$ cat src/rtl/dstq_pkg.sv
// Package: shared types, constants and helpers of the timer queue.
package dstq_pkg;

  localparam int TIMER_SLOTS = 8;
  localparam int TICK_WIDTH  = 32;
  localparam int ID_W        = (TIMER_SLOTS > 1) ? $clog2(TIMER_SLOTS) : 1;
  localparam int CNT_W       = $clog2(TIMER_SLOTS + 1);

  typedef logic [TICK_WIDTH-1:0] tick_t;

  localparam logic [2:0] OP_SETUP   = 3'd0;
  localparam logic [2:0] OP_START   = 3'd1;
  localparam logic [2:0] OP_RESTART = 3'd2;
  localparam logic [2:0] OP_STOP    = 3'd3;
  localparam logic [2:0] OP_TICK    = 3'd4;

  typedef struct packed {
    logic [2:0]  op;
    logic [2:0]  timer_id;
    logic [31:0] period;
    logic        periodic;
  } cmd_t;

  typedef struct packed {
    logic [2:0] fired_id;
    logic       last_fired;
  } result_t;

  // One queue entry held by a cell.
  typedef struct packed {
    logic            valid;
    logic [ID_W-1:0] id;
    tick_t           expiry;
  } entry_t;

  // Control broadcast to every cell of the chain.
  typedef struct packed {
    logic            remove;
    logic            insert;
    logic            pop;
    logic [ID_W-1:0] rm_id;
    entry_t          new_ent;
  } cell_ctrl_t;

  // a is before b, wrap-safe.
  function automatic logic tick_before(input tick_t a, input tick_t b);
    tick_t d;
    d = a - b;
    return d[TICK_WIDTH-1];
  endfunction

  function automatic tick_t norm_period(input tick_t p);
    return (p == '0) ? tick_t'(1) : p;
  endfunction

endpackage

$ cat src/rtl/deadline_sorted_timer_queue_top.sv
// Top level: sorted timer queue built as a chain of entry cells plus a sequencer.
//
//  channel | signals            | handshake
//  --------+--------------------+-------------------------------------------
//  command | start, cmd, busy   | beat taken when start & !busy
//  result  | strobe, result     | one-cycle beat when strobe, cannot stall
//
// Steps: set up and stop run a remove pass, start and restart a remove pass,
// then an insert pass through the cell chain. A tick checks the head and
// pops each fired timer; a fired periodic timer is popped, then re-inserted.
// The chain moves one entry step per cycle, so one queue edit per cycle sets
// the pace.
// Reset: synchronous, clears the queue, tick counter and slot tables.
// The last result of a tick leaves with last_fired set, in the cycle busy drops.
module deadline_sorted_timer_queue_top (
  input  logic              clk,
  input  logic              rst,
  input  logic              start,
  input  dstq_pkg::cmd_t    cmd,
  output logic              busy,
  output logic              strobe,
  output dstq_pkg::result_t result
);

  localparam int N = dstq_pkg::TIMER_SLOTS;

  typedef enum logic [2:0] {ST_IDLE, ST_RM, ST_INS, ST_TCHK, ST_RS} state_t;

  state_t                      state;
  dstq_pkg::tick_t             cur_tick;
  dstq_pkg::tick_t             period_store [N];
  logic [N-1:0]                periodic_flag;
  logic                        ins_pend;
  logic [dstq_pkg::ID_W-1:0]   op_id;
  dstq_pkg::tick_t             ins_exp;
  dstq_pkg::tick_t             rs_sum;
  dstq_pkg::tick_t             rs_alt;
  logic [dstq_pkg::CNT_W-1:0]  fire_cnt;
  logic                        pend;
  logic [dstq_pkg::ID_W-1:0]   pend_id;

  dstq_pkg::cell_ctrl_t        ctrl;
  dstq_pkg::entry_t            ents [N];
  logic [N:0]                  rm_c;
  logic [N:0]                  go_c;
  dstq_pkg::entry_t            empty_ent;

  dstq_pkg::entry_t            head;
  dstq_pkg::tick_t             head_d;
  logic                        head_due;
  dstq_pkg::tick_t             in_period;
  dstq_pkg::tick_t             head_p;
  logic                        id_ok;

  assign empty_ent = '0;
  assign rm_c[0]   = 1'b0;
  assign go_c[0]   = 1'b0;

  // chain of cells, entry 0 is the queue head
  for (genvar i = 0; i < N; i++) begin : g_cell
    dstq_pkg::entry_t lft;
    dstq_pkg::entry_t rgt;
    if (i == 0) begin : g_l0
      assign lft = empty_ent;
    end else begin : g_l
      assign lft = ents[i-1];
    end
    if (i == N - 1) begin : g_rn
      assign rgt = empty_ent;
    end else begin : g_r
      assign rgt = ents[i+1];
    end
    dstq_cell u_cell (
      .clk    (clk),
      .rst    (rst),
      .ctrl   (ctrl),
      .left   (lft),
      .right  (rgt),
      .rm_in  (rm_c[i]),
      .rm_out (rm_c[i+1]),
      .go_in  (go_c[i]),
      .go_out (go_c[i+1]),
      .ent    (ents[i])
    );
  end

  assign busy      = (state != ST_IDLE);
  assign head      = ents[0];
  assign head_d    = head.expiry - cur_tick;
  assign head_due  = head.valid && ((head_d == '0) || head_d[dstq_pkg::TICK_WIDTH-1])
                     && (fire_cnt < dstq_pkg::CNT_W'(N));
  assign in_period = dstq_pkg::norm_period(dstq_pkg::tick_t'(cmd.period));
  assign head_p    = dstq_pkg::norm_period(period_store[head.id]);
  assign id_ok     = ({1'b0, cmd.timer_id} < 4'(N));

  // cell commands decoded from the sequencer state
  always_comb begin
    ctrl         = '0;
    ctrl.rm_id   = op_id;
    ctrl.new_ent = '{valid: 1'b1, id: op_id, expiry: ins_exp};
    case (state)
      ST_RM:   ctrl.remove = 1'b1;
      ST_INS:  ctrl.insert = 1'b1;
      ST_TCHK: ctrl.pop    = head_due;
      ST_RS: begin
        ctrl.insert         = 1'b1;
        ctrl.new_ent.expiry = dstq_pkg::tick_before(rs_sum, cur_tick) ? rs_alt : rs_sum;
      end
      default: ;
    endcase
  end

  always_ff @(posedge clk) begin
    if (rst) begin
      state         <= ST_IDLE;
      cur_tick      <= '0;
      periodic_flag <= '0;
      strobe        <= 1'b0;
      pend          <= 1'b0;
      fire_cnt      <= '0;
      ins_pend      <= 1'b0;
      for (int k = 0; k < N; k++) period_store[k] <= '0;
    end else begin
      strobe <= 1'b0;
      case (state)
        ST_IDLE: begin
          if (start) begin
            op_id    <= cmd.timer_id[dstq_pkg::ID_W-1:0];
            ins_pend <= 1'b0;
            if (cmd.op == dstq_pkg::OP_TICK) begin
              cur_tick <= cur_tick + dstq_pkg::tick_t'(1);
              fire_cnt <= '0;
              pend     <= 1'b0;
              state    <= ST_TCHK;
            end else if (id_ok) begin
              case (cmd.op)
                dstq_pkg::OP_SETUP: begin
                  period_store[cmd.timer_id[dstq_pkg::ID_W-1:0]]  <= in_period;
                  periodic_flag[cmd.timer_id[dstq_pkg::ID_W-1:0]] <= cmd.periodic;
                  state <= ST_RM;
                end
                dstq_pkg::OP_START: begin
                  ins_exp  <= cur_tick + dstq_pkg::norm_period(
                                period_store[cmd.timer_id[dstq_pkg::ID_W-1:0]]);
                  ins_pend <= 1'b1;
                  state    <= ST_RM;
                end
                dstq_pkg::OP_RESTART: begin
                  period_store[cmd.timer_id[dstq_pkg::ID_W-1:0]] <= in_period;
                  ins_exp  <= cur_tick + in_period;
                  ins_pend <= 1'b1;
                  state    <= ST_RM;
                end
                dstq_pkg::OP_STOP: state <= ST_RM;
                default: ;
              endcase
            end
          end
        end
        ST_RM:  state <= ins_pend ? ST_INS : ST_IDLE;
        ST_INS: state <= ST_IDLE;
        ST_TCHK: begin
          if (head_due) begin
            // the previous fired timer is not the last one
            if (pend) begin
              strobe            <= 1'b1;
              result.fired_id   <= 3'(pend_id);
              result.last_fired <= 1'b0;
            end
            pend     <= 1'b1;
            pend_id  <= head.id;
            fire_cnt <= fire_cnt + dstq_pkg::CNT_W'(1);
            if (periodic_flag[head.id]) begin
              op_id  <= head.id;
              rs_sum <= head.expiry + head_p;
              rs_alt <= cur_tick + head_p;
              state  <= ST_RS;
            end
          end else begin
            if (pend) begin
              strobe            <= 1'b1;
              result.fired_id   <= 3'(pend_id);
              result.last_fired <= 1'b1;
            end
            pend  <= 1'b0;
            state <= ST_IDLE;
          end
        end
        ST_RS: state <= ST_TCHK;
        default: state <= ST_IDLE;
      endcase
    end
  end

endmodule

$ cat src/rtl/dstq_cell.sv
// One cell of the sorted queue: holds an entry, shifts toward either neighbor.
module dstq_cell (
  input  logic                clk,
  input  logic                rst,
  input  dstq_pkg::cell_ctrl_t ctrl,
  input  dstq_pkg::entry_t    left,
  input  dstq_pkg::entry_t    right,
  input  logic                rm_in,
  output logic                rm_out,
  input  logic                go_in,
  output logic                go_out,
  output dstq_pkg::entry_t    ent
);

  dstq_pkg::entry_t ent_next;
  logic match;
  logic go;

  assign match  = ent.valid && (ent.id == ctrl.rm_id);
  assign rm_out = rm_in | match;
  // new entry lands before the first cell that is empty or expires later
  assign go     = !ent.valid || dstq_pkg::tick_before(ctrl.new_ent.expiry, ent.expiry);
  assign go_out = go_in | go;

  always_comb begin
    ent_next = ent;
    if (ctrl.pop) begin
      ent_next = right;
    end else if (ctrl.remove) begin
      if (rm_out) ent_next = right;
    end else if (ctrl.insert) begin
      if (go_in) ent_next = left;
      else if (go) ent_next = ctrl.new_ent;
    end
  end

  always_ff @(posedge clk) begin
    if (rst) begin
      ent.valid <= 1'b0;
    end else begin
      ent.valid <= ent_next.valid;
    end
    ent.id     <= ent_next.id;
    ent.expiry <= ent_next.expiry;
  end

endmodule
$ cat config.mk
export PLATFORM = sky130hd
export DESIGN_NAME = deadline_sorted_timer_queue_top
export DESIGN_NICKNAME = d
export VERILOG_FILES = /design/src/rtl/dstq_pkg.sv /design/src/rtl/deadline_sorted_timer_queue_top.sv /design/src/rtl/dstq_cell.sv
export SDC_FILE = /design/constraint.sdc
export NUM_CORES = 2
export LEC_CHECK = 0
export BUFFER_PORTS_ARGS = -buffer_cell sky130_fd_sc_hd__buf_2
export CORE_MARGIN = 5
export CORE_UTILIZATION = 37
export CTS_CLUSTER_DIAMETER = 30
export DETAILED_ROUTE_END_ITERATION = 7
export PLACE_DENSITY_LB_ADDON = 0.1
export SETUP_SLACK_MARGIN = 0.15
export SYNTH_ARGS = -nofsm -noshare
export SYNTH_HDL_FRONTEND = slang
export SYNTH_HIERARCHICAL = 1
export SYNTH_SLANG_ARGS = --single-unit
$ cat constraint.sdc
create_clock -name clk -period 12.2 [get_ports clk]
set_clock_uncertainty 0.15 [all_clocks]
set_input_delay 0.61 -clock clk [delete_from_list [all_inputs] [get_ports clk]]
set_output_delay 0.61 -clock clk [all_outputs]
set_load 0.01 [all_outputs]
==> Yosys cells after proc, flatten, opt, wreduce, memory -nomap -nowiden <==
Memories as Yosys holds them, arrays and structs flattened. A register that Yosys moved wholly into a read port is not among the register bits.
Cells that the tools add are included.
{ "classes": {"mux": 104, "order_cmp": 4, "reduce_logical": 72, "bitwise_logic": 17, "addsub": 16, "n_eq_ne": 30} }
{ "ops": {"columns": ["cell", "count"], "rows": [
  ["$mux 36", 46],
  ["$sub 32x32->32", 10],
  ["$mux 32", 7],
  ["$add 32x32->32", 4],
  ["$logic_not 32->1", 4],
  ["$pmux 32 s2", 1],
  ["$reduce_and 3->1", 13],
  ["$add 32x1->32 const B", 1],
  ["$reduce_or 32->1", 1],
  ["$mux 3", 10],
  ["$mux 1", 26],
  ["$eq 3x3->1", 8],
  ["$mux 4", 6],
  ["$reduce_bool 4->1", 6],
  ["$ne 3x2->1 const B", 7],
  ["$or 1x1->1", 14],
  ["$eq 3x2->1 const B", 4],
  ["$pmux 3 s4", 1],
  ["$reduce_and 4->1", 3],
  ["$reduce_bool 3->1", 4],
  ["$logic_and 1x1->1", 11],
  ["$reduce_and 5->1", 2],
  ["$logic_or 1x1->1", 9],
  ["$bwmux 8", 1],
  ["22 further kinds", 44]
]} }
{ "word_totals": {"input_bits": 42, "out_inout_bits": 6, "mem_bits_rw": 256, "n_memories": 1, "elab_cells": 282, "ff_bits": 444} }
{ "memory_table": {"columns": ["name", "words", "word_bits", "read_ports", "rd_clocked_by_memory_dff", "write_ports", "line", "source"], "rows": [
  ["period_store", 8, 32, 2, 1, 8, "deadline_sorted_timer_queue_top.sv:31", "dstq_pkg::tick_t period_store [N];"]
]} }

==> Depth between registers and ports, before layout <==
{ "depth": {"word_depth": 14, "ltp_mapped": 47, "depth_no_buf": 38} }

==> By module <==
Netlist, hierarchy kept.
{ "by_module_without_submodules": {"columns": ["mod", "instances", "area_each_um2", "cells_each", "seq_area_each_um2"], "rows": [
  ["deadline_sorted_timer_queue_top", 1, 28432.3, 2706, 11871.4],
  ["dstq_cell", 8, 2710.1, 280, 1071.0]
]} }

==> Worst setup path after synthesis <==
No wires, ideal clock.
{ "synth_timing": {"path_kind": "reg2reg", "start": "register cur_tick[18]", "end": "register g_cell[7].u_cell/ent[35] in the netlist's numbering", "t_required_ns": 11.927, "path_buffers": 9, "t_arrival_ns": 10.071, "period_less_slack_ns": 10.344, "stages_incl_launch_ff": 46, "setup_time_ns": 0.123, "setup_slack_ns": 1.856, "path_cell_list": "dfxtp_1 inv_1 ha_1 nand4_1 nor4_1 a211oi_1 and3_1 a21o_1 a21oi_1 buf_1 buf_2 mux2i_1 a21o_1 a221oi_1 ha_1 and3_4 a221o_1 a22oi_2 [... 10 more ...] clkbuf_1 nor2b_1 nand2_1 clkbuf_1 nor2b_1 nand2_1 clkbuf_1 nor2b_1 nand2_1 clkbuf_1 nor2b_1 nand2_1 clkbuf_1 nor2b_1 o21bai_1 a221oi_2 nand3_2 mux2_4"} }
{ "synth_lines": {"columns": ["item", "line", "source"], "rows": [
  ["start: declaration", "deadline_sorted_timer_queue_top.sv:30", "dstq_pkg::tick_t cur_tick;"],
  ["start signal: assignment", "deadline_sorted_timer_queue_top.sv:131", "cur_tick <= cur_tick + dstq_pkg::tick_t'(1);"],
  ["end: declaration", "dstq_cell.sv:12", "output dstq_pkg::entry_t ent"]
]} }

==> results_dict.tcl <==
set metrics [dict create \
    max_freq_mhz 103 \
    n_fill_cell 12900 \
    p_leak_nw 26.2 \
    rows 135 \
    antenna_found_initial 6 \
    htreeDepth 4 \
    critPathLaunchType "flop" \
    clock_tree.buffer_depth 3 \
    finalPower_mw 9.55 \
    root_buffer "clkbuf_16" \
    outcome "complete, no violations" \
    cts_resized 0 \
    tns_ns 0 \
    die_w_um 378 \
    grt.total_usage 0.214 \
    fin_util 0.442 \
    area_growth_pct 19.1 \
    initial_utilization 0.371 \
    routedWlPerCell_um 22.1 \
    tritoncts "built" \
    first_pass_iters 5 \
    power_density_nw_per_um2 160 \
    r2r_end "g_cell[7].u_cell/ent[8]" \
    worst_ep_arrival_time_ns 10.05 \
    syn_area_per_cell_um2 10.1 \
    r2r_slack_ns 2.47 \
    rsz0062_at_grt "false" \
    worstPathMaxFanout 71 \
    slew_viol_final 0 \
    clk_transition_reported_paths_ns 0.05 \
    ios 48 \
    antenna_left 0 \
    core_um2 135000 \
    drive_gt1_frac 0.145 \
    max_slew_margin 0.241 \
    dieArea_um2 143000 \
    hold_class "in2reg" \
    cts_buffers 206 \
    finalHoldViolations 0 \
    netlist_instances 4943 \
    layout_min_cycle_time_ns 9.73 \
    rr_startpoint "cur_tick[18]" \
    post-route-period-util 0.797 \
    drc_errors 0 \
    dieHeight_um 378 \
    yosysWarnings 6 \
    grt_max_degree 121 \
    tightest_slew_ns 1.11 \
    gp_congestion 0.870 \
    cp-end-kind "flop" \
    vias 39000 \
    drt-total-wl_mm 156 \
    syn_area_um2 50100 \
    worstSetupPathType "reg2reg" \
    fin_nets 5549 \
    vdd_ir_drop_max_mv 0.126 \
    clk_latency_ns 0.80 \
    cts.sinks 700 \
    slowest_stage "a21oi_4" \
    worstSetupStartpoint "cur_tick[18]" \
    min_to "period_store[3][20]" \
    place_inst 6679 \
    stdcell_count 7061 \
    vias_per_cell 5.52 \
    grt_overflow 0 \
    whs_path_depth 2 \
    cap_violations 0 \
    max_stage_delay_ns 0.65 \
    io_buffers 47 \
    grt_first_pass_wirelength_mm 237 \
    min_from "cmd[21]" \
    cp_data_required_time_ns 12.52 \
    setup_violations 0 \
    dp_hpwl_mm 108 \
    reg2reg_depth 39 \
    drtIter0Drc 2444 \
    first_global_vias 39000 \
]
## critical path: cells and delay by family (launching register included)
kind            cells  cell delay (ns)
mux                 1             0.13
flops               1             0.46
xor+xnor            1             0.15
fa+ha+maj           2             0.60
buf+inv             6             1.84
compound gates     12             3.03
simple gates       17             2.86
## per-layer routing
layer | GRT usage | up-vias | share of wire
li1 | - | 18900 | -
met1 | 0.283 | 18800 | 0.46
met2 | 0.358 | 949 | 0.47
met3 | 0.0335 | 293 | 0.043
met4 | 0.0737 | 8 | 0.031
met5 | 0 | - | 0.00031
## how the worst max path moves through the flow
stage | end | slack (ns) | cells after the start
2_1_floorplan | g_cell[7].u_cell/ent[35] | 1.88 | 45
3_3_place_gp | g_cell[7].u_cell/ent[0] | 2.32 | 39
3_5_place_dp | g_cell[7].u_cell/ent[0] | 2.36 | 39
4_1_cts | g_cell[7].u_cell/ent[9] | 2.30 | 39
5_1_grt | g_cell[7].u_cell/ent[8] | 1.69 | 39
6_report | g_cell[7].u_cell/ent[8] | 2.47 | 39
## sequential cells by signal (all words and copies together), names as in the netlist
signal,cells
cur_tick,32
period_store,256
rs_sum,32
ins_pend,1
rs_alt,32
periodic_flag,8
strobe,1
pend,1
ins_exp,32
result,4
g_cell.u_cell/ent,288
op_id,3
fire_cnt,4
pend_id,3
state,3
## cell usage in the layout (no fill, tap or decap), types with 160 or more instances in the layout
cell         n
a21oi_1    281
and3_1     229
clkbuf_16  209
edfxtp_1   642
ha_1       396
inv_1      320
mux2i_1    387
nand2_1    460
nor2_1     160
o21ai_0    264
## area by class of cell
class | count | area, um^2 | share of cell area
well taps | 1781 | 2230 | 0.0373
flip-flops and latches | 700 | 20400 | 0.343
diodes | 4 | 10.0 | 0.000168
inverters | 320 | 1200 | 0.0201
clock inverters | 139 | 1520 | 0.0255
repair buffers | 153 | 1050 | 0.0176
multi-input cells | 3726 | 27900 | 0.467
clock buffers | 238 | 5340 | 0.0895
## per-stage QoR
stage                     worst slack [ns]  area (um^2)  hold slack, ns
after floorplan                       1.88        50400           0.250
after global placement                2.32        52800           0.260
after detailed placement              2.36        52800           0.255
after CTS                             2.30        59700          0.0334
after global routing                  1.69        59700          0.0702
final                                 2.47        59700          0.0852
## power breakdown
part,switching [mW],internal (mW),leakage [nW],total [mW]
Sequential,0.118,2.85,6.67,2.97
Combinational,0.844,0.493,16.2,1.34
Clock,1.58,3.66,3.34,5.25
Total,2.54,7.01,26.2,9.55
## timing repair
| action | in CTS | in global routing |
|---|---|---|
| endpoints found under the hold margin | 8 | 0 |
| hold buffers | 1 | 0 |
| buffers inserted | 0 | 0 |
No activity file was read; power rests on OpenSTA's default activity.
